**config.mk**
```make
export PLATFORM = sky130hd
export DESIGN_NAME = multi_led_pattern_controller_flat
export DESIGN_NICKNAME = d
export VERILOG_FILES = /design/src/sv/mlpc_pkg.sv /design/src/sv/mlpc_if.sv /design/src/sv/multi_led_pattern_controller.sv /design/src/flat_wrapper.sv
export SDC_FILE = /design/constraint.sdc
export NUM_CORES = 1
export LEC_CHECK = 0
export BUFFER_PORTS_ARGS = -buffer_cell sky130_fd_sc_hd__buf_4
export CORE_MARGIN = 1
export CORE_UTILIZATION = 40
export DETAILED_ROUTE_END_ITERATION = 8
export PLACE_DENSITY_LB_ADDON = 0.05
export SETUP_SLACK_MARGIN = 0.02
export SLEW_MARGIN = 20
export SYNTH_ARGS = -nofsm -noshare
export SYNTH_HDL_FRONTEND = slang
export SYNTH_SLANG_ARGS = --single-unit
export TNS_END_PERCENT = 10
```
**constraint.sdc**
```tcl
create_clock -name clk -period 5.2 [get_ports clk]
set_input_delay 1.04 -clock clk [delete_from_list [all_inputs] [get_ports clk]]
set_output_delay 1.04 -clock clk [all_outputs]
set_load 0.1 [all_outputs]
```
**src/sv/mlpc_pkg.sv**
```systemverilog
`timescale 1ns / 1ps

package mlpc_pkg;

	localparam int CNT_W  = 10;
	localparam int MODE_W = 3;
	localparam int LVL_W  = 8;
	localparam int CFG_IW = 3;

	typedef enum logic [MODE_W-1:0] {
		MODE_OFF     = 3'd0,
		MODE_ON      = 3'd1,
		MODE_SLOW    = 3'd2,
		MODE_FAST    = 3'd3,
		MODE_FLASH   = 3'd4,
		MODE_BREATHE = 3'd5
	} mode_t;

	typedef enum logic {
		OP_TICK = 1'b0,
		OP_SET  = 1'b1
	} opcode_t;

	typedef enum logic [CFG_IW-1:0] {
		REG_SLOW_PERIOD  = 3'd0,
		REG_SLOW_ON      = 3'd1,
		REG_FAST_PERIOD  = 3'd2,
		REG_FAST_ON      = 3'd3,
		REG_FLASH_PERIOD = 3'd4,
		REG_FLASH_ON     = 3'd5
	} reg_idx_t;

	typedef enum logic [2:0] {
		ST_IDLE,
		ST_SET,
		ST_TICK,
		ST_DIV,
		ST_DIVEND,
		ST_DONE
	} state_t;

	typedef struct packed {
		mode_t            mode;
		logic [CNT_W-1:0] count;
	} entry_t;

	localparam logic [CNT_W-1:0] RST_SLOW_PERIOD  = 10'd1000;
	localparam logic [CNT_W-1:0] RST_SLOW_ON      = 10'd500;
	localparam logic [CNT_W-1:0] RST_FAST_PERIOD  = 10'd100;
	localparam logic [CNT_W-1:0] RST_FAST_ON      = 10'd50;
	localparam logic [CNT_W-1:0] RST_FLASH_PERIOD = 10'd1000;
	localparam logic [CNT_W-1:0] RST_FLASH_ON     = 10'd50;

	localparam logic [CNT_W-1:0] BREATHE_PERIOD = 10'd255;
	localparam logic [LVL_W-1:0] LEVEL_TOP      = 8'd255;

	// remainder unit: one dividend bit per step
	localparam int DIV_STEPS = CNT_W + 1;

endpackage

```
**src/sv/mlpc_if.sv**
```systemverilog
`timescale 1ns / 1ps

interface mlpc_in_if;
	logic       valid;
	logic       ready;
	logic       opcode;
	logic [1:0] led_index;
	logic [2:0] new_mode;

	modport source (output valid, output opcode, output led_index, output new_mode,
		input ready);
	modport sink (input valid, input opcode, input led_index, input new_mode,
		output ready);
endinterface

interface mlpc_out_if;
	logic       valid;
	logic       ready;
	logic [3:0] led_lit;

	modport source (output valid, output led_lit, input ready);
	modport sink (input valid, input led_lit, output ready);
endinterface

```
**src/sv/multi_led_pattern_controller.sv**
```systemverilog
`timescale 1ns / 1ps

// Six-mode LED pattern generator (off, on, three blink rates, breathe) for up to
// NUM_LEDS pins; led_lit shows pins 0 to 3. Each LED's mode and phase count sit in
// one synchronous memory that is read, updated and written back one LED per cycle
// while no LED is in the remainder unit. A set-mode word reads its entry, then gives
// its result (skipping the read for an index of NUM_LEDS or more); a tick walks all
// LEDs, sending a blinking LED whose count overran a period cut by a register write
// through a bit-serial remainder unit. The next word is taken while a result still
// waits. Registers must be written only while idle; the block does not enforce it.
module multi_led_pattern_controller
	import mlpc_pkg::*;
#(
	parameter int NUM_LEDS = 4
) (
	input  logic                clk,
	input  logic                arst_n,
	mlpc_in_if.sink             in_ch,
	mlpc_out_if.source          out_ch,
	input  logic                cfg_we,
	input  logic [CFG_IW-1:0]   cfg_index,
	input  logic [CNT_W-1:0]    cfg_wdata
);

	localparam int IW = (NUM_LEDS > 1) ? $clog2(NUM_LEDS) : 1;
	localparam logic [IW-1:0] LAST = IW'(NUM_LEDS - 1);
	localparam logic [4:0] COUNT5 = 5'(NUM_LEDS);

	state_t state_q, state_d;

	logic [CNT_W-1:0] slow_per_q, slow_on_q, fast_per_q, fast_on_q, flash_per_q, flash_on_q;
	logic [LVL_W-1:0] level_q;
	logic             rising_q;
	logic [NUM_LEDS-1:0] pin_q;
	logic [NUM_LEDS-1:0] vld_q;
	logic [IW-1:0]    led_q, led_d;
	mode_t            mode_q, mode_d;
	logic             out_valid_q;
	logic [3:0]       out_lit_q;
	logic [3:0]       lit_w;

	entry_t           mem [NUM_LEDS];
	entry_t           rd_data_s1;
	logic             rd_vld_s1;
	logic             rd_en, wr_en;
	logic [IW-1:0]    rd_addr, wr_addr;
	entry_t           wr_data, ent;

	logic [CNT_W:0]   rem_q, dvd_q, div_try;
	logic [CNT_W-1:0] dper_q;
	logic [3:0]       dcnt_q;
	logic             div_ld;
	logic [CNT_W:0]   c1;
	logic [CNT_W-1:0] per, pe;
	logic             adv_mode;

	mode_t            f_mode;
	logic [CNT_W-1:0] f_nc, f_thr;
	logic             f_pin;
	logic [LVL_W-1:0] f_level;
	logic             f_rising;
	logic             fin;
	logic             pin_we, pin_val;
	logic             out_ld;
	logic [4:0]       idx5;

	assign in_ch.ready  = (state_q == ST_IDLE);
	assign out_ch.valid = out_valid_q;
	assign out_ch.led_lit = out_lit_q;

	assign idx5 = {3'b000, in_ch.led_index};
	assign ent  = rd_vld_s1 ? rd_data_s1 : '0;

	// advance of the entry just read
	always_comb begin
		adv_mode = 1'b1;
		case (ent.mode)
			MODE_SLOW:    per = slow_per_q;
			MODE_FAST:    per = fast_per_q;
			MODE_FLASH:   per = flash_per_q;
			MODE_BREATHE: per = BREATHE_PERIOD;
			default: begin
				per      = BREATHE_PERIOD;
				adv_mode = 1'b0;
			end
		endcase
		pe = (per == '0) ? CNT_W'(1) : per;
		c1 = {1'b0, ent.count} + (CNT_W+1)'(1);
	end

	assign div_try = {rem_q[CNT_W-1:0], dvd_q[CNT_W]};

	// pin and breathe level after a count update
	always_comb begin
		case (f_mode)
			MODE_SLOW:  f_thr = slow_on_q;
			MODE_FAST:  f_thr = fast_on_q;
			MODE_FLASH: f_thr = flash_on_q;
			default:    f_thr = {2'b00, level_q};
		endcase
		f_pin    = (f_nc < f_thr);
		f_level  = level_q;
		f_rising = rising_q;
		if (rising_q) begin
			if (level_q != LEVEL_TOP) f_level = level_q + LVL_W'(1);
			f_rising = (f_level != LEVEL_TOP);
		end else begin
			if (level_q != '0) f_level = level_q - LVL_W'(1);
			f_rising = (f_level == '0);
		end
	end

	always_comb begin
		state_d = state_q;
		led_d   = led_q;
		mode_d  = mode_q;
		rd_en   = 1'b0;
		rd_addr = led_q;
		wr_en   = 1'b0;
		wr_addr = led_q;
		wr_data = '0;
		div_ld  = 1'b0;
		fin     = 1'b0;
		f_mode  = ent.mode;
		f_nc    = c1[CNT_W-1:0];
		pin_we  = 1'b0;
		pin_val = 1'b0;
		out_ld  = 1'b0;
		case (state_q)
			ST_IDLE: begin
				if (in_ch.valid) begin
					if (in_ch.opcode == OP_SET) begin
						mode_d = mode_t'(in_ch.new_mode);
						led_d  = IW'(idx5);
						if (idx5 < COUNT5) begin
							rd_en   = 1'b1;
							rd_addr = IW'(idx5);
							state_d = ST_SET;
						end else begin
							state_d = ST_DONE;
						end
					end else begin
						led_d   = '0;
						rd_en   = 1'b1;
						rd_addr = '0;
						state_d = ST_TICK;
					end
				end
			end
			ST_SET: begin
				if (ent.mode != mode_q) begin
					wr_en   = 1'b1;
					wr_data = '{mode: mode_q, count: '0};
				end
				state_d = ST_DONE;
			end
			ST_TICK: begin
				fin = 1'b1;
				case (ent.mode)
					MODE_OFF: begin
						pin_we  = 1'b1;
						pin_val = 1'b0;
					end
					MODE_ON: begin
						pin_we  = 1'b1;
						pin_val = 1'b1;
					end
					default: begin
						if (adv_mode) begin
							if (c1 <= {1'b0, pe}) begin
								if (c1 == {1'b0, pe}) f_nc = '0;
								wr_en   = 1'b1;
								wr_data = '{mode: ent.mode, count: f_nc};
								pin_we  = 1'b1;
								pin_val = f_pin;
							end else begin
								fin     = 1'b0;
								div_ld  = 1'b1;
								mode_d  = ent.mode;
								state_d = ST_DIV;
							end
						end
					end
				endcase
			end
			ST_DIV: begin
				if (dcnt_q == 4'(DIV_STEPS - 1)) state_d = ST_DIVEND;
			end
			ST_DIVEND: begin
				fin     = 1'b1;
				f_mode  = mode_q;
				f_nc    = rem_q[CNT_W-1:0];
				wr_en   = 1'b1;
				wr_data = '{mode: mode_q, count: f_nc};
				pin_we  = 1'b1;
				pin_val = f_pin;
			end
			ST_DONE: begin
				if (!out_valid_q || out_ch.ready) begin
					out_ld  = 1'b1;
					state_d = ST_IDLE;
				end
			end
			default: state_d = ST_IDLE;
		endcase
		if (fin) begin
			if (led_q == LAST) begin
				state_d = ST_DONE;
			end else begin
				led_d   = led_q + IW'(1);
				rd_en   = 1'b1;
				rd_addr = led_q + IW'(1);
				state_d = ST_TICK;
			end
		end
	end

	always_ff @(posedge clk) begin
		if (wr_en) mem[wr_addr] <= wr_data;
		if (rd_en) rd_data_s1 <= mem[rd_addr];
	end

	always_ff @(posedge clk) begin
		if (div_ld) begin
			rem_q  <= '0;
			dvd_q  <= c1;
			dper_q <= pe;
			dcnt_q <= '0;
		end else if (state_q == ST_DIV) begin
			rem_q  <= (div_try >= {1'b0, dper_q}) ? div_try - {1'b0, dper_q} : div_try;
			dvd_q  <= {dvd_q[CNT_W-1:0], 1'b0};
			dcnt_q <= dcnt_q + 4'd1;
		end
	end

	always_ff @(posedge clk or negedge arst_n) begin
		if (!arst_n) begin
			state_q     <= ST_IDLE;
			led_q       <= '0;
			mode_q      <= MODE_OFF;
			rd_vld_s1   <= 1'b0;
			vld_q       <= '0;
			pin_q       <= '0;
			level_q     <= '0;
			rising_q    <= 1'b1;
			out_valid_q <= 1'b0;
			out_lit_q   <= '0;
			slow_per_q  <= RST_SLOW_PERIOD;
			slow_on_q   <= RST_SLOW_ON;
			fast_per_q  <= RST_FAST_PERIOD;
			fast_on_q   <= RST_FAST_ON;
			flash_per_q <= RST_FLASH_PERIOD;
			flash_on_q  <= RST_FLASH_ON;
		end else begin
			state_q <= state_d;
			led_q   <= led_d;
			mode_q  <= mode_d;
			if (rd_en) rd_vld_s1 <= vld_q[rd_addr];
			if (wr_en) vld_q[wr_addr] <= 1'b1;
			if (pin_we) pin_q[led_q] <= pin_val;
			if (fin && pin_we && f_mode == MODE_BREATHE) begin
				level_q  <= f_level;
				rising_q <= f_rising;
			end
			if (out_ld) begin
				out_valid_q <= 1'b1;
				out_lit_q   <= lit_w;
			end else if (out_ch.ready) begin
				out_valid_q <= 1'b0;
			end
			if (cfg_we) begin
				case (cfg_index)
					REG_SLOW_PERIOD:  slow_per_q  <= cfg_wdata;
					REG_SLOW_ON:      slow_on_q   <= cfg_wdata;
					REG_FAST_PERIOD:  fast_per_q  <= cfg_wdata;
					REG_FAST_ON:      fast_on_q   <= cfg_wdata;
					REG_FLASH_PERIOD: flash_per_q <= cfg_wdata;
					REG_FLASH_ON:     flash_on_q  <= cfg_wdata;
					default: ;
				endcase
			end
		end
	end

	for (genvar b = 0; b < 4; b++) begin : g_lit
		if (b < NUM_LEDS) begin : g_on
			assign lit_w[b] = pin_q[b];
		end else begin : g_off
			assign lit_w[b] = 1'b0;
		end
	end

endmodule

```
**src/flat_wrapper.sv**
```systemverilog
// flat-port wrapper written by rule: the top's interface ports become plain ports
module multi_led_pattern_controller_flat import mlpc_pkg::*;
#(
	parameter int NUM_LEDS = 4
)
  (clk, arst_n, cfg_we, cfg_index, cfg_wdata, in_ch_valid, in_ch_opcode, in_ch_led_index, in_ch_new_mode, in_ch_ready, out_ch_valid, out_ch_led_lit, out_ch_ready);
  mlpc_in_if in_ch_i ();
  mlpc_out_if out_ch_i ();
  input  logic clk;
  input  logic arst_n;
  input  logic cfg_we;
  input  logic [CFG_IW-1:0] cfg_index;
  input  logic [CNT_W-1:0] cfg_wdata;
  input wire logic [$bits(in_ch_i.valid)-1:0] in_ch_valid;
  input wire logic [$bits(in_ch_i.opcode)-1:0] in_ch_opcode;
  input wire logic [$bits(in_ch_i.led_index)-1:0] in_ch_led_index;
  input wire logic [$bits(in_ch_i.new_mode)-1:0] in_ch_new_mode;
  output wire logic [$bits(in_ch_i.ready)-1:0] in_ch_ready;
  output wire logic [$bits(out_ch_i.valid)-1:0] out_ch_valid;
  output wire logic [$bits(out_ch_i.led_lit)-1:0] out_ch_led_lit;
  input wire logic [$bits(out_ch_i.ready)-1:0] out_ch_ready;
  assign in_ch_i.valid = in_ch_valid;
  assign in_ch_i.opcode = in_ch_opcode;
  assign in_ch_i.led_index = in_ch_led_index;
  assign in_ch_i.new_mode = in_ch_new_mode;
  assign in_ch_ready = in_ch_i.ready;
  assign out_ch_valid = out_ch_i.valid;
  assign out_ch_led_lit = out_ch_i.led_lit;
  assign out_ch_i.ready = out_ch_ready;
  multi_led_pattern_controller #(.NUM_LEDS(NUM_LEDS)) u_core (.clk(clk), .arst_n(arst_n), .in_ch(in_ch_i), .out_ch(out_ch_i), .cfg_we(cfg_we), .cfg_index(cfg_index), .cfg_wdata(cfg_wdata));
endmodule
```
Yosys cells after proc, flatten, opt, wreduce, memory -nomap -nowiden
Memory sizes are Yosys's and may differ from the RTL's. A register that Yosys moved wholly into a read port is not among the register bits. Index checks and enable logic that the tools add are counted.

Bits of input ports: 24. Register bits after elaboration: 126. Word-level logic and storage cells: 184. Memories kept: 1. RAM bits: 52.

Memories: u_core.mem (depth 4, bits a word 13, rd ports 1, clocked after Yosys merged registers in 1, write ports 1, RTL line multi_led_pattern_controller.sv:42) `entry_t mem [NUM_LEDS];`.

Magnitude comparators: 7. Multiplexer cells: 88. Equality and inequality tests: 37. $add $sub $neg: 6. Reduce and logical (&&, ||, !) cells: 24. Bitwise logic cells: 1.

Operator list (number): 13-bit two-way mux (5); 10-bit two-way mux (6); 10-bit case mux with 3 select lines (2); 3-bit two-way mux (16); 8-bit two-way mux (5); 13-bit case mux with 3 select lines (1); 1-bit two-way mux (29); 3-bit by 2-bit == test with 1-bit output (second input constant) (8); 3-bit == test (second input constant) (8); 11-bit two-way mux (2); 2-bit two-way mux (11); 10-bit case mux with 2 select lines (1); 3-bit case mux with 6 select lines (1); 8-bit != test (second input constant) (2); 2-bit AND reduction (6); 10-bit by 1-bit adder with 11-bit output (second input constant) (1); 11-bit by 10-bit == test with 1-bit output (1); 11-bit by 10-bit greater-or-equal comparator with 1-bit output (1); 11-bit by 10-bit less-or-equal comparator with 1-bit output (1); 10-bit logical NOT (1); 10-bit less-than comparator (1); 10-bit subtractor (1); 3-bit by 1-bit == test with 1-bit output (second input constant) (3); 3-bit logical NOT (3); 30 further kinds (47).

Longest topological paths before layout
Gate-level depths: netlist (run 1).

Depth after elaboration: 17. Gate-level depth with buffers: 23. Depth with buffers taken out: 21.

Worst setup path after synthesis (run 1)
No wires, ideal clock.

Kind: flip-flop to flip-flop. Start point: register u_core.rd_vld_s1. End point: register u_core.pin_q[0], in the netlist u_core.lit_w[0]. Slack: 0.476 ns. Arrival time: 4.641 ns. Period minus slack after synthesis: 4.724 ns. Cell stages (with the launch flop): 24. Cell sequence: dfrtp_1 -> clkbuf_1 -> clkbuf_1 -> and2_1 -> ha_1 -> nand2_1 -> nor3_1 -> xor2_1 -> nand2_1 -> inv_1 -> ha_1 -> nand2_1 -> or4_4 -> o41ai_4 -> o21ai_0 -> ha_1 -> a21o_1 -> a21o_1 -> a21oi_1 -> o21ai_0 -> nand3_1 -> a22o_1 -> o21ai_0 -> a31oi_1.

Cells in the longest elaborated chain, start to end: 17.

RTL lines: start, declared (RTL line multi_led_pattern_controller.sv:44) `logic rd_vld_s1;`; start signal, assigned (RTL line multi_led_pattern_controller.sv:258) `if (rd_en) rd_vld_s1 <= vld_q[rd_addr];`; 13-bit two-way mux * (RTL line multi_led_pattern_controller.sv:72) `assign ent = rd_vld_s1 ? rd_data_s1 : '0;`; parallel branches: the longest is 16 deep, another holds 11-bit by 10-bit less-or-equal comparator with 1-bit output; end signal, assigned by index (RTL line multi_led_pattern_controller.sv:260) `if (pin_we) pin_q[led_q] <= pin_val;`; end, declared (RTL line multi_led_pattern_controller.sv:34) `logic [NUM_LEDS-1:0] pin_q;`.

Mark *: on every way between the ends. A chain may end at the register's enable or synchronous reset.

Worst setup path after layout (run 1)
Start point: register, netlist name u_core.rd_data_s1[11]. End point: register, netlist name u_core.rd_data_s1[7].

Cells in the longest elaborated chain, start to end: 11.

RTL lines: 13-bit two-way mux * (RTL line multi_led_pattern_controller.sv:72); 3-bit == test or 3-bit by 2-bit == test with 1-bit output (tied branches) (RTL line multi_led_pattern_controller.sv:77) `case (ent.mode)`; 10-bit case mux with 3 select lines * (RTL line multi_led_pattern_controller.sv:77); 10-bit logical NOT (RTL line multi_led_pattern_controller.sv:87) `pe = (per == '0) ? CNT_W'(1) : per;`; 10-bit two-way mux * (RTL line multi_led_pattern_controller.sv:87); named net u_core.pe[8] (RTL line multi_led_pattern_controller.sv:54) `logic [CNT_W-1:0] per, pe;`; 11-bit by 10-bit less-or-equal comparator with 1-bit output * (RTL line multi_led_pattern_controller.sv:170) `if (c1 <= {1'b0, pe}) begin`; 1-bit two-way mux * (RTL line multi_led_pattern_controller.sv:170); 1-bit two-way mux * (RTL line multi_led_pattern_controller.sv:169) `if (adv_mode) begin`; 1-bit two-way mux * (RTL line multi_led_pattern_controller.sv:159) `case (ent.mode)`; 1-bit case mux with 2 select lines * (RTL line multi_led_pattern_controller.sv:129) `case (state_q)`; 2-bit two-way mux or 1-bit two-way mux (tied branches) (RTL line multi_led_pattern_controller.sv:206) `if (fin) begin`.

The timed path passes the listed nets; every way through them passes the cells marked *.

==> results of run 1 <==
[per-layer routing]
layer	up-vias	part of all wire	GRT usage
li1	3381	-	-
met1	3657	0.48	0.320
met2	168	0.46	0.341
met3	16	0.047	0.0408
met4	0	0.0098	0.0442
met5	-	0	0
[report_power, final]
group          total (W)  internal (W)  switching, W
sequential       0.00258       0.00217      0.000405
clock            0.00131      0.000652      0.000658
combinational    0.00345       0.00136       0.00209
[timing repair]
action / in CTS / in global routing
buffers inserted: 0 / 1
endpoints found under the setup margin: 0 / 47
resized for setup: 0 / 6
hold buffers: 0 / 0
[cell type report]
| class | count | area (um^2) |
|---|---|---|
| fill | 2267 | 13200 |
| tap | 324 | 405 |
| timing repair buffer | 59 | 443 |
| sequential | 191 | 5170 |
| clock buffer | 18 | 429 |
| multi-input combinational | 612 | 4620 |
| clock inverter | 14 | 160 |
| inverter | 50 | 188 |
[sequential cells by signal, indices dropped and copies added, names as in the netlist, 8 cells and up]
name,flops
u_core.mem,52
u_core.rd_data_s1,13
u_core.dvd_q,11
u_core.dper_q,10
u_core.fast_on_q,10
u_core.fast_per_q,10
u_core.flash_on_q,10
u_core.flash_per_q,10
u_core.rem_q,10
u_core.slow_on_q,10
u_core.slow_per_q,10
u_core.level_q,8
[path summary, 6_finish.rpt]
check	startpoint	end	slack, ns	cells past startpoint
max	u_core.rd_data_s1[11]$_DFFE_PP_	u_core.rd_data_s1[7]$_DFFE_PP_	0.36	17
min reg2reg	u_core.vld_q[0]$_DFFE_PN0P_	u_core.vld_q[0]$_DFFE_PN0P_	0.48	1
max in group asynchronous	arst_n	u_core.state_q[1]$_DFFE_PN0P_	3.51	2
min	u_core.vld_q[0]$_DFFE_PN0P_	u_core.vld_q[0]$_DFFE_PN0P_	0.48	1
min in group asynchronous	arst_n	u_core.flash_on_q[9]$_DFFE_PN0P_	0.58	1
max reg2reg	u_core.rd_data_s1[11]$_DFFE_PP_	u_core.rd_data_s1[7]$_DFFE_PP_	0.36	17
[worst max-delay path, cell delays in order, from the launching register on]
cell and delay [ns]:
sky130_fd_sc_hd__edfxtp_1 0.43, sky130_fd_sc_hd__nor4bb_4 0.39, sky130_fd_sc_hd__buf_4 0.19, sky130_fd_sc_hd__buf_4 0.15
sky130_fd_sc_hd__nand2_1 0.07, sky130_fd_sc_hd__o21ai_1 0.27, sky130_fd_sc_hd__nor3_1 0.08, sky130_fd_sc_hd__nand4_1 0.12
sky130_fd_sc_hd__o211ai_1 0.14, sky130_fd_sc_hd__ha_1 0.31, sky130_fd_sc_hd__nand2_1 0.05, sky130_fd_sc_hd__or4_4 0.44
sky130_fd_sc_hd__or2_4 0.28, sky130_fd_sc_hd__a32oi_4 0.25, sky130_fd_sc_hd__nand3_2 0.16, sky130_fd_sc_hd__mux2i_4 0.42
sky130_fd_sc_hd__buf_4 0.26, sky130_fd_sc_hd__mux4_1 0.57
[stage by stage]
stage	utilization	total power (W)	instances
CTS	0.463	0.00736	1267
finish	0.464	0.00734	1268
global route	0.464	0.00784	1268
detailed placement	0.439	0.00602	1235
global placement	0.439	0.00594	1235
floorplan	-	0.00492	893
[cell families after synthesis]
kind of cell / count (synthesis) / share of synthesized area
simple gates: 248 / 0.123
compound gates: 194 / 0.126
flops: 191 / 0.511
mux: 104 / 0.133
buf+inv: 90 / 0.0347
fa+ha+maj: 40 / 0.0502
xor+xnor: 26 / 0.0225
[cells in the final DEF (no fill, tap or decap), drive strengths merged, types with 13 or more instances in the layout]
master	instances
dfrtp	63
mux2i	25
dfxtp	14
nand3	33
clkbuf	18
nand2	82
buf	59
mux2	66
xnor2	18
and2	14
dfstp	28
a21oi	42
ha	39
nor3	14
nor2	46
a31oi	13
o21ai	64
edfxtp	86
mux4	13
inv	57
==> results summary, run 1 <==
VDD sags by at most 0.241 mV. The TritonCTS buffer count is 17. The total power divided by cell area is 642 nW/um^2. The type of the worst setup path is reg2reg.

The leakage dissipation is 4.64 nW. The portion of synthesized cell area occupied by the leading cell type came out at 0.255. The data required time of the critical path is 5.37 ns. The count of distinct cell types in the synthesized netlist is 77. The overall global routing resource usage is 0.220.

The kind of launch point of the worst setup path is a register. Entering global routing, the biggest net connects 53 pins. Of the available clock period, the critical path in the final layout requires 0.931. The vertical extent of the die is 161 um. Dividing the detail-routed wire length by the instance count gives 21.6 um.

The most used flip-flop cell after synthesis is sky130_fd_sc_hd__edfxtp_1. The count of buffers inserted at the top-level ports is 29. The min-delay analysis places its worst path in the category reg2reg. The net count after synthesis came out at 957. The number of sinks handled by clock tree synthesis is 191. The worst setup slack after placement came out at 0.0694 ns. In the synthesized netlist, the number of instances is 893.

Of the cells placed in the final design, the portion with a size suffix greater than 1 is 0.215. In the final timing run, aggregate negative setup slack is 0 ns. The number of max-slew violations in the final report is 0. Sorting the synthesized cells by how often they occur yields sky130_fd_sc_hd__edfxtp_1, sky130_fd_sc_hd__nand2_1, sky130_fd_sc_hd__mux2_2.

The count of flip-flops with a built-in enable after synthesis came out at 86. The number of antenna violations at the first check in global routing is 0. The first global-routing pass estimated 42900 um of wire. Of all flip-flops after synthesis, the portion carrying an async set or reset was 0.476.

Setup repair after global routing left no endpoint under its margin. The initial utilization of the core area, before any placement, comes to 0.412. Once detail routing completed, the nets flagged for antenna violations numbered 0. The detailed-route vias per instance came out at 5.70.

The number of design-rule violations left by the first detailed-router iteration is 504. The synthesized area divided by synthesized cell count is 11.3 um^2. Derived from the worst setup path, the maximum achievable clock frequency is 207 MHz. The number of global-route vias before repair was 7240. Routability-driven placement finished with a final weighted congestion of 0.904. After clock tree synthesis, the clock-pin slew on the worst setup and hold paths is 0.08 ns. The final layout contains routed wiring with a total length of 27400 um. 30 I/O pins were placed. For this run the aggregate overflow at the end of global routing stands at 0.

The slew at the pin with the worst max-slew slack is 0.850 ns. The post-synthesis to final-layout area growth came out at 12.8%. The final critical path time including I/O delays and setup is 4.84 ns. The run finished with clean final reports. Between clock sinks in the finished design, the worst skew comes to 0.0185 ns.

Counting flops and latches in the post-synthesis netlist gives 191. Data arrives at the worst endpoint at 5.01 ns. Once layout is done, the placed cells without fillers occupy 11400 um^2. Of all nets on the critical path, the largest fanout is 10. STA classifies the critical path endpoint as a register. The floorplan die width came out at 161 um. The post-DP HPWL came out at 20500 um.

The most repeated cell in the gate-level netlist after synthesis is sky130_fd_sc_hd__edfxtp_1. The worst hold margin is 0.483 ns. Summing all placed instances gives a cell area of 10800 um^2.

The count of H-tree levels built during CTS came out at 4. The total of warnings raised by yosys came out at 0. TritonCTS built the clock tree. The count of final setup violators came out at 0. The largest buffer count on any clock path came out at 2. The largest total area in the synthesized netlist belongs to sky130_fd_sc_hd__edfxtp_1. The placeable core region came out at 24600 um^2. The number of diodes came out at 0.

The final hold violation count is 0. The max-cap check violation count is 0. The share of synthesized area occupied by flip-flops and latches came out at 0.511. The relative max-transition margin is 0.433. The net count of the finished layout is 995. The detailed-routing iteration count for the pre-antenna-repair pass is 7. Summing every instance area after synthesis gives 10100 um^2. The via count came out at 7222.

The final critical-path setup slack is 0.360 ns. The remaining design rule violation count came out at 0. The die covers 26000 um^2. The initialized floorplan defines 57 standard-cell rows. The worst-skew pair later-pin latency is 0.43 ns.

The clock tree root driver cell is sky130_fd_sc_hd__clkbuf_16. Ranked by total cell area, the synthesized netlist is headed by sky130_fd_sc_hd__edfxtp_1, sky130_fd_sc_hd__dfrtp_1, sky130_fd_sc_hd__mux2_2, sky130_fd_sc_hd__dfstp_2, sky130_fd_sc_hd__ha_1.
No activity file was read; power rests on OpenSTA's default activity.
==> run 2: changes to the inputs <==
Settings changed: PLACE_DENSITY_LB_ADDON 0.05 to not set.
==> results summary, run 2 (same netlist as run 1, synthesis figures left out) <==
The ratio of cells with drive above 1 in the final layout is 0.222. The global route total overflow came out at 0. After the first detailed-routing iteration, the DRC count stood at 504. The type of element capturing the critical path is a register. The number of ports placed on the die boundary is 30. In the final layout, the registers with the most flip-flops are u_core.mem x52, u_core.rd_data_s1 x13, u_core.dvd_q x11.

The final hold violation count is 0. The sequential fraction of design power came out at 0.350. The root buffer cell chosen for the clock tree is sky130_fd_sc_hd__clkbuf_16. The top cell types in the final layout, fill and taps aside, are sky130_fd_sc_hd__edfxtp_1, sky130_fd_sc_hd__nand2_1, sky130_fd_sc_hd__mux2_2.

The achievable frequency is 205 MHz. Once placement completed, the tool counted placed cells totaling 1235. Routability-driven placement finished with a final weighted congestion of 0.936. The clock-pin slew reported for the worst setup and hold paths after clock tree synthesis is 0.07 ns. Once routing completed, OpenROAD measured the worst setup slack at 0.320 ns. The power share of the clock group is 0.182. Of the total power, the share spent switching nets is 0.414. The internal power summed over all cells is 0.00427 W. The register with the most flip-flops in the layout has 52 of them. Entering global routing, the biggest net connects 63 pins.

The data required time of the critical path came out at 5.56 ns. In this run the worst path has a maximum fanout of 9. The combinational fraction of design power came out at 0.468. The clock arrives with 0.0140 ns of skew. Prior to clock tree synthesis, the placed netlist has a worst setup slack of 0.179 ns. The remaining design rule violation count is 0.

The final-stage net count came out at 1000. The clock tree from TritonCTS is built. The clock drives 191 sinks. The longest clock path from root to sink contains 2 buffers. Max-cap violations in this run came to 0. The count of H-tree levels built during CTS is 4.

In the global route stage, overall resource usage came out at 0.191. The detailed-route vias per instance is 5.56. The count of nets left with antenna violations after detail routing came out at 0. The area of the die came out at 26000 um^2. Before antenna repair, the detailed router went through 6 iterations. The total power divided by cell area came out at 634 nW/um^2. The TritonCTS buffer count came out at 17. STA classifies the critical path startpoint as a register.

Setup total negative slack on the finished layout was measured at 0 ns. The count of buffers inserted at the top-level ports came out at 29. The vertical extent of the die is 161 um. The number of max-slew violations in the final report is 0.

The row count is 57. For this run, the share of the core covered by cells in the final layout is 0.467. The first global-routing pass estimated 38000 um of wire.

Dividing the detail-routed wire length by the instance count gives 18.9 um. The core region is 24600 um^2. The min-delay analysis places its worst path in the category reg2reg.

The final standard cell count with taps included and fillers excluded came out at 1273. The arrival time reported for the critical path endpoint came out at 5.24 ns. The total routed wirelength came out at 24000 um.

The post-synthesis to final-layout area growth is 13.5%. Of the available clock period, the critical path in the final layout requires 0.938. The post-DP HPWL is 17500 um. The floorplan die width is 161 um. The register with the most flip-flops in the final layout is u_core.mem.

The setup check on the worst reg-to-reg path leaves a slack of 0.32 ns. After layout, the minimum clock period comes to 4.88 ns. Setup repair after global routing left no endpoint under its margin. The leakage dissipation came out at 4.66 nW. The number of antenna diodes in the final layout is 0.

The worst-skew pair later-pin latency came out at 0.44 ns. The number of global-route vias before repair came out at 6738. The number of antenna violations at the first check in global routing is 0.

Setup violations remaining at the end of the flow were counted as 0. The via count is 7080. The initial core utilization is 0.412. The leading cell type in the layout, fill and taps excluded is sky130_fd_sc_hd__edfxtp_1. The worst setup path is of the reg2reg kind.

The run finished with clean final reports. Summed over all nets, the switching power comes to 0.00302 W. The worst voltage drop across the vdd grid came out at 0.312 mV.

The slew at the pin with the worst max-slew slack came out at 0.867 ns. The relative max-transition margin is 0.413.
run 2: cell count changes in the layout (fill, tap and decap cells not counted), moves of 2 or more:
cell,before,now
sky130_fd_sc_hd__clkinv_4,4,0
sky130_fd_sc_hd__clkinvlp_4,0,4
sky130_fd_sc_hd__buf_4,59,62
sky130_fd_sc_hd__o21ai_0,61,64
sky130_fd_sc_hd__o21ai_1,3,0
sky130_fd_sc_hd__buf_12,0,2
sky130_fd_sc_hd__inv_6,1,3
sky130_fd_sc_hd__inv_8,6,4
run 2: layout make-up:
class / count / area [um^2]
timing repair buffer: 64 / 505
sequential: 191 / 5180
fill: 2276 / 13100
inverter: 50 / 188
clock inverter: 15 / 169
tap: 324 / 405
multi-input combinational: 612 / 4630
clock buffer: 17 / 425
run 2: final timing paths:
check / startpoint / to / cells past startpoint
min in group asynchronous: arst_n / u_core.level_q[6]$_DFFE_PN0P_ / 1
min reg2reg: u_core.vld_q[0]$_DFFE_PN0P_ / u_core.vld_q[0]$_DFFE_PN0P_ / 1
max in group asynchronous: arst_n / u_core.fast_per_q[5]$_DFFE_PN1P_ / 2
max: u_core.rd_vld_s1$_DFFE_PN0P_ / u_core.lit_w[3]$_DFFE_PN0P_ / 23
min: u_core.vld_q[0]$_DFFE_PN0P_ / u_core.vld_q[0]$_DFFE_PN0P_ / 1
max reg2reg: u_core.rd_vld_s1$_DFFE_PN0P_ / u_core.lit_w[3]$_DFFE_PN0P_ / 23
run 2: what timing repair did:
action | 4_1_cts | 5_1_grt
hold buffers | 0 | 0
setup buffers | 0 | 6
endpoints found under the hold margin | 0 | 0
resized for setup | 0 | 5
endpoints found under the setup margin | 0 | 41
run 2: critical path, stage by stage (launching register included):
cell and delay, ns:
sky130_fd_sc_hd__dfrtp_2 0.42, sky130_fd_sc_hd__buf_4 0.19, sky130_fd_sc_hd__and2_1 0.16, sky130_fd_sc_hd__ha_1 0.26, sky130_fd_sc_hd__nand2_1 0.14, sky130_fd_sc_hd__nor3_1 0.19
sky130_fd_sc_hd__xor2_1 0.11, sky130_fd_sc_hd__nand2_2 0.15, sky130_fd_sc_hd__inv_1 0.06, sky130_fd_sc_hd__ha_1 0.30, sky130_fd_sc_hd__nand2_1 0.08, sky130_fd_sc_hd__or4_4 0.56
sky130_fd_sc_hd__o41ai_4 0.41, sky130_fd_sc_hd__buf_4 0.20, sky130_fd_sc_hd__o21ai_0 0.14, sky130_fd_sc_hd__ha_1 0.23, sky130_fd_sc_hd__a21o_1 0.15, sky130_fd_sc_hd__a21o_1 0.17
sky130_fd_sc_hd__a21oi_1 0.13, sky130_fd_sc_hd__o21ai_0 0.09, sky130_fd_sc_hd__nand3_1 0.09, sky130_fd_sc_hd__a22o_1 0.15, sky130_fd_sc_hd__o21ai_0 0.19, sky130_fd_sc_hd__a31oi_1 0.23
run 2: per-layer routing:
layer,vias up,track usage,share of wire
li1,3395,-,-
met1,3487,0.264,0.46
met2,182,0.316,0.49
met3,16,0.0339,0.050
met4,0,0.0399,0.0080
met5,-,0,0
run 2: power by group through the flow:
stage | registers [W] | clock network (W) | logic [W]
after global routing | 0.00260 | 0.00142 | 0.00377
final | 0.00255 | 0.00132 | 0.00341
after detailed placement | 0.00258 | 0 | 0.00335
after global placement | 0.00257 | 0 | 0.00332
after CTS | 0.00256 | 0.00135 | 0.00336
after floorplan | 0.00251 | 0 | 0.00242
run 2: stage by stage:
step	hold slack (ns)	area [um^2]	power, W
global route	0.473	11500	0.00779
detailed placement	0.442	10800	0.00593
finish	0.454	11500	0.00729
floorplan	0.422	10100	0.00492
global placement	0.435	10800	0.00589
CTS	0.458	11400	0.00727
==> run 3: changes to the inputs <==
Clock period 5.2 ns to 4.4 ns, I/O delays scaled along.
==> results summary, run 3 (same netlist as run 1, synthesis figures left out) <==
The max-cap check violation count came out at 0. The count of nets left with antenna violations after detail routing came out at 0. The count of H-tree levels built during CTS is 4. For the pin with the worst max-slew slack, the measured transition is 0.854 ns. The leakage dissipation is 4.85 nW. The largest net degree at the start of global routing is 43. The congestion estimate from routability-driven global placement came to 0.906. The final hold violation count is 0.

The worst voltage drop across the vdd grid came out at 0.409 mV. The TritonCTS buffer count is 17. The global route total overflow is 0. From bottom edge to top edge, the die measures 161 um. The number of max-slew violations in the final report is 0. The detailed-route vias per instance is 5.51. The type of the worst setup path is reg2reg. The data required time of the critical path is 4.70 ns. The library cell used most frequently in the layout, excluding fill and tap cells, is sky130_fd_sc_hd__buf_4. After clock tree synthesis, the clock-pin slew on the worst setup and hold paths is 0.08 ns. The worst-case clock skew came out at 0.0117 ns. The initial utilization of the core area, before any placement, comes to 0.412. The via count came out at 7194. Of the cells placed in the final design, the portion with a size suffix greater than 1 is 0.275. In the final routing, the length of wire on met1 measures 12000 um.

The largest register by flop count is u_core.mem. The setup slack of the worst register-to-register path came out at 0.05 ns. The detailed-routing iteration count for the pre-antenna-repair pass is 5.

The run finished with clean final reports. The fraction of the cycle the final worst path needs is 0.988. The per-cell routed wire length came out at 19.2 um. Setup repair after global routing could not meet its margin everywhere. The floorplan die width is 161 um. The number of antenna violations at the first check in global routing is 0.

The number of diodes came out at 0. The placeable core region came out at 24600 um^2. Buffers placed on the I/O ports in this run total 29.

The number of sinks handled by clock tree synthesis came out at 191. In this run the worst hold path is classified as in2async. The first global-routing pass estimated 40300 um of wire. The number of ports placed on the die boundary came out at 30.

Across all hold checks on the routed design, the worst slack comes to 0.318 ns. At the later pin of the worst-skew pair, clock insertion delay measures 0.44 ns. The worst flop-to-flop path endpoint is u_core.lit_w[3]$_DFFE_PN0P_.

The final critical path time including I/O delays and setup came out at 4.35 ns. Setup violations remaining at the end of the flow were counted as 0. In the global route stage, overall resource usage came out at 0.203. The kind of launch point of the worst setup path is a register.

The total routed wirelength is 25100 um. The remaining design rule violation count came out at 0. The type of element capturing the critical path is a register. TritonCTS built the clock tree. The worst pin sits at a relative slew slack of 0.431.

Relative to the synthesized area, the layout overhead comes to 17.1%. The library cells used most frequently in the layout, excluding fill and tap cells, are sky130_fd_sc_hd__buf_4, sky130_fd_sc_hd__edfxtp_1, sky130_fd_sc_hd__nand2_1. The final layout contains 1033 nets. In the detailed route, the total length drawn on met2 is 11900 um. The total placed instance area is 11100 um^2.

The row count is 57. The achievable frequency is 230 MHz. The register with the most flip-flops in the layout has 52 of them. The final cell utilization of the core came out at 0.482.

The area of the die came out at 26000 um^2. The source of the worst register-to-register timing path is u_core.rd_vld_s1$_DFFE_PN0P_. Dividing total power by cell area gives a power density of 768 nW/um^2. The maximum fanout count along the critical path came out at 13.

The top routing layer in use is met4. Clock tree synthesis selected as its root buffer the cell sky130_fd_sc_hd__clkbuf_16. The largest buffer count on any clock path came out at 2.

Detailed placement ended at an HPWL of 18400 um. Data on the critical path arrives at its endpoint at 4.65 ns. The number of design-rule violations left by the first detailed-router iteration came out at 581. The largest registers in the layout are u_core.mem x52, u_core.rd_data_s1 x13, u_core.dvd_q x11. The routed design uses 775 um of met3 wire. The number of global-route vias before repair was 7163. For the worst flop-to-flop path, the logic depth is 20.

After routing the design area is 11900 um^2.
run 3: how the worst max path moves through the flow:
stage	from	to	depth (start not counted)
CTS	u_core.rd_data_s1[10]$_DFFE_PP_	u_core.lit_w[3]$_DFFE_PN0P_	20
global route	u_core.rd_data_s1[10]$_DFFE_PP_	u_core.lit_w[0]$_DFFE_PN0P_	22
floorplan	u_core.rd_vld_s1$_DFFE_PN0P_	u_core.rd_data_s1[10]$_DFFE_PP_	18
detailed placement	u_core.rd_data_s1[11]$_DFFE_PP_	u_core.lit_w[1]$_DFFE_PN0P_	19
finish	u_core.rd_vld_s1$_DFFE_PN0P_	u_core.lit_w[3]$_DFFE_PN0P_	20
global placement	u_core.rd_data_s1[12]$_DFFE_PP_	u_core.lit_w[1]$_DFFE_PN0P_	20
run 3: routing by layer:
layer	up-vias	global-route usage
met3	28	0.0313
met1	3569	0.285
li1	3453	-
met5	-	0
met4	0	0.0575
met2	144	0.325
run 3: final cells by class:
cell class | count | area (um^2)
timing repair buffer | 97 | 764
multi-input combinational | 612 | 4710
tap | 324 | 405
clock inverter | 13 | 156
inverter | 50 | 188
clock buffer | 19 | 464
sequential | 191 | 5170
fill | 2246 | 12700
run 3: metrics by stage:
| stage | setup slack, ns | cells | setup TNS (ns) | power (W) |
|---|---|---|---|---|
| final | 0.0523 | 1306 | 0 | 0.00911 |
| after global routing | -0.170 | 1306 | -1.15 | 0.00969 |
| after CTS | 0.0207 | 1301 | 0 | 0.00894 |
| after detailed placement | -0.150 | 1264 | -0.623 | 0.00726 |
| after global placement | 0.00464 | 1264 | 0 | 0.00721 |
| after floorplan | 0.0481 | 893 | 0 | 0.00583 |
run 3: critical path: stages, from the launching register on:
cell and delay, ns:
sky130_fd_sc_hd__dfrtp_1 0.42, sky130_fd_sc_hd__buf_6 0.18, sky130_fd_sc_hd__and2_1 0.18, sky130_fd_sc_hd__ha_2 0.23, sky130_fd_sc_hd__nand2_1 0.12, sky130_fd_sc_hd__nor3_2 0.14
sky130_fd_sc_hd__xor2_1 0.09, sky130_fd_sc_hd__nand2_1 0.09, sky130_fd_sc_hd__inv_1 0.05, sky130_fd_sc_hd__ha_1 0.31, sky130_fd_sc_hd__nand2_1 0.08, sky130_fd_sc_hd__or4_4 0.56
sky130_fd_sc_hd__o41ai_4 0.31, sky130_fd_sc_hd__buf_4 0.21, sky130_fd_sc_hd__o21ai_2 0.08, sky130_fd_sc_hd__ha_1 0.33, sky130_fd_sc_hd__nand4_1 0.12, sky130_fd_sc_hd__nor4b_2 0.26
sky130_fd_sc_hd__and4_4 0.29, sky130_fd_sc_hd__a21o_1 0.12, sky130_fd_sc_hd__a31oi_1 0.04
run 3: timing repair:
action / CTS / global route
buffers inserted: 4 / 5
cloned: 1 / 0
gates resized for setup: 11 / 35
pin swaps: 3 / 9
hold buffers: 0 / 0
hold endpoints to repair: 0 / 0
endpoints found under the setup margin: 14 / 46
run 3: where the power goes:
group | internal [W] | switching (W)
sequential | 0.00257 | 0.000413
combinational | 0.00193 | 0.00260
clock | 0.000823 | 0.000787
total | 0.00532 | 0.00380
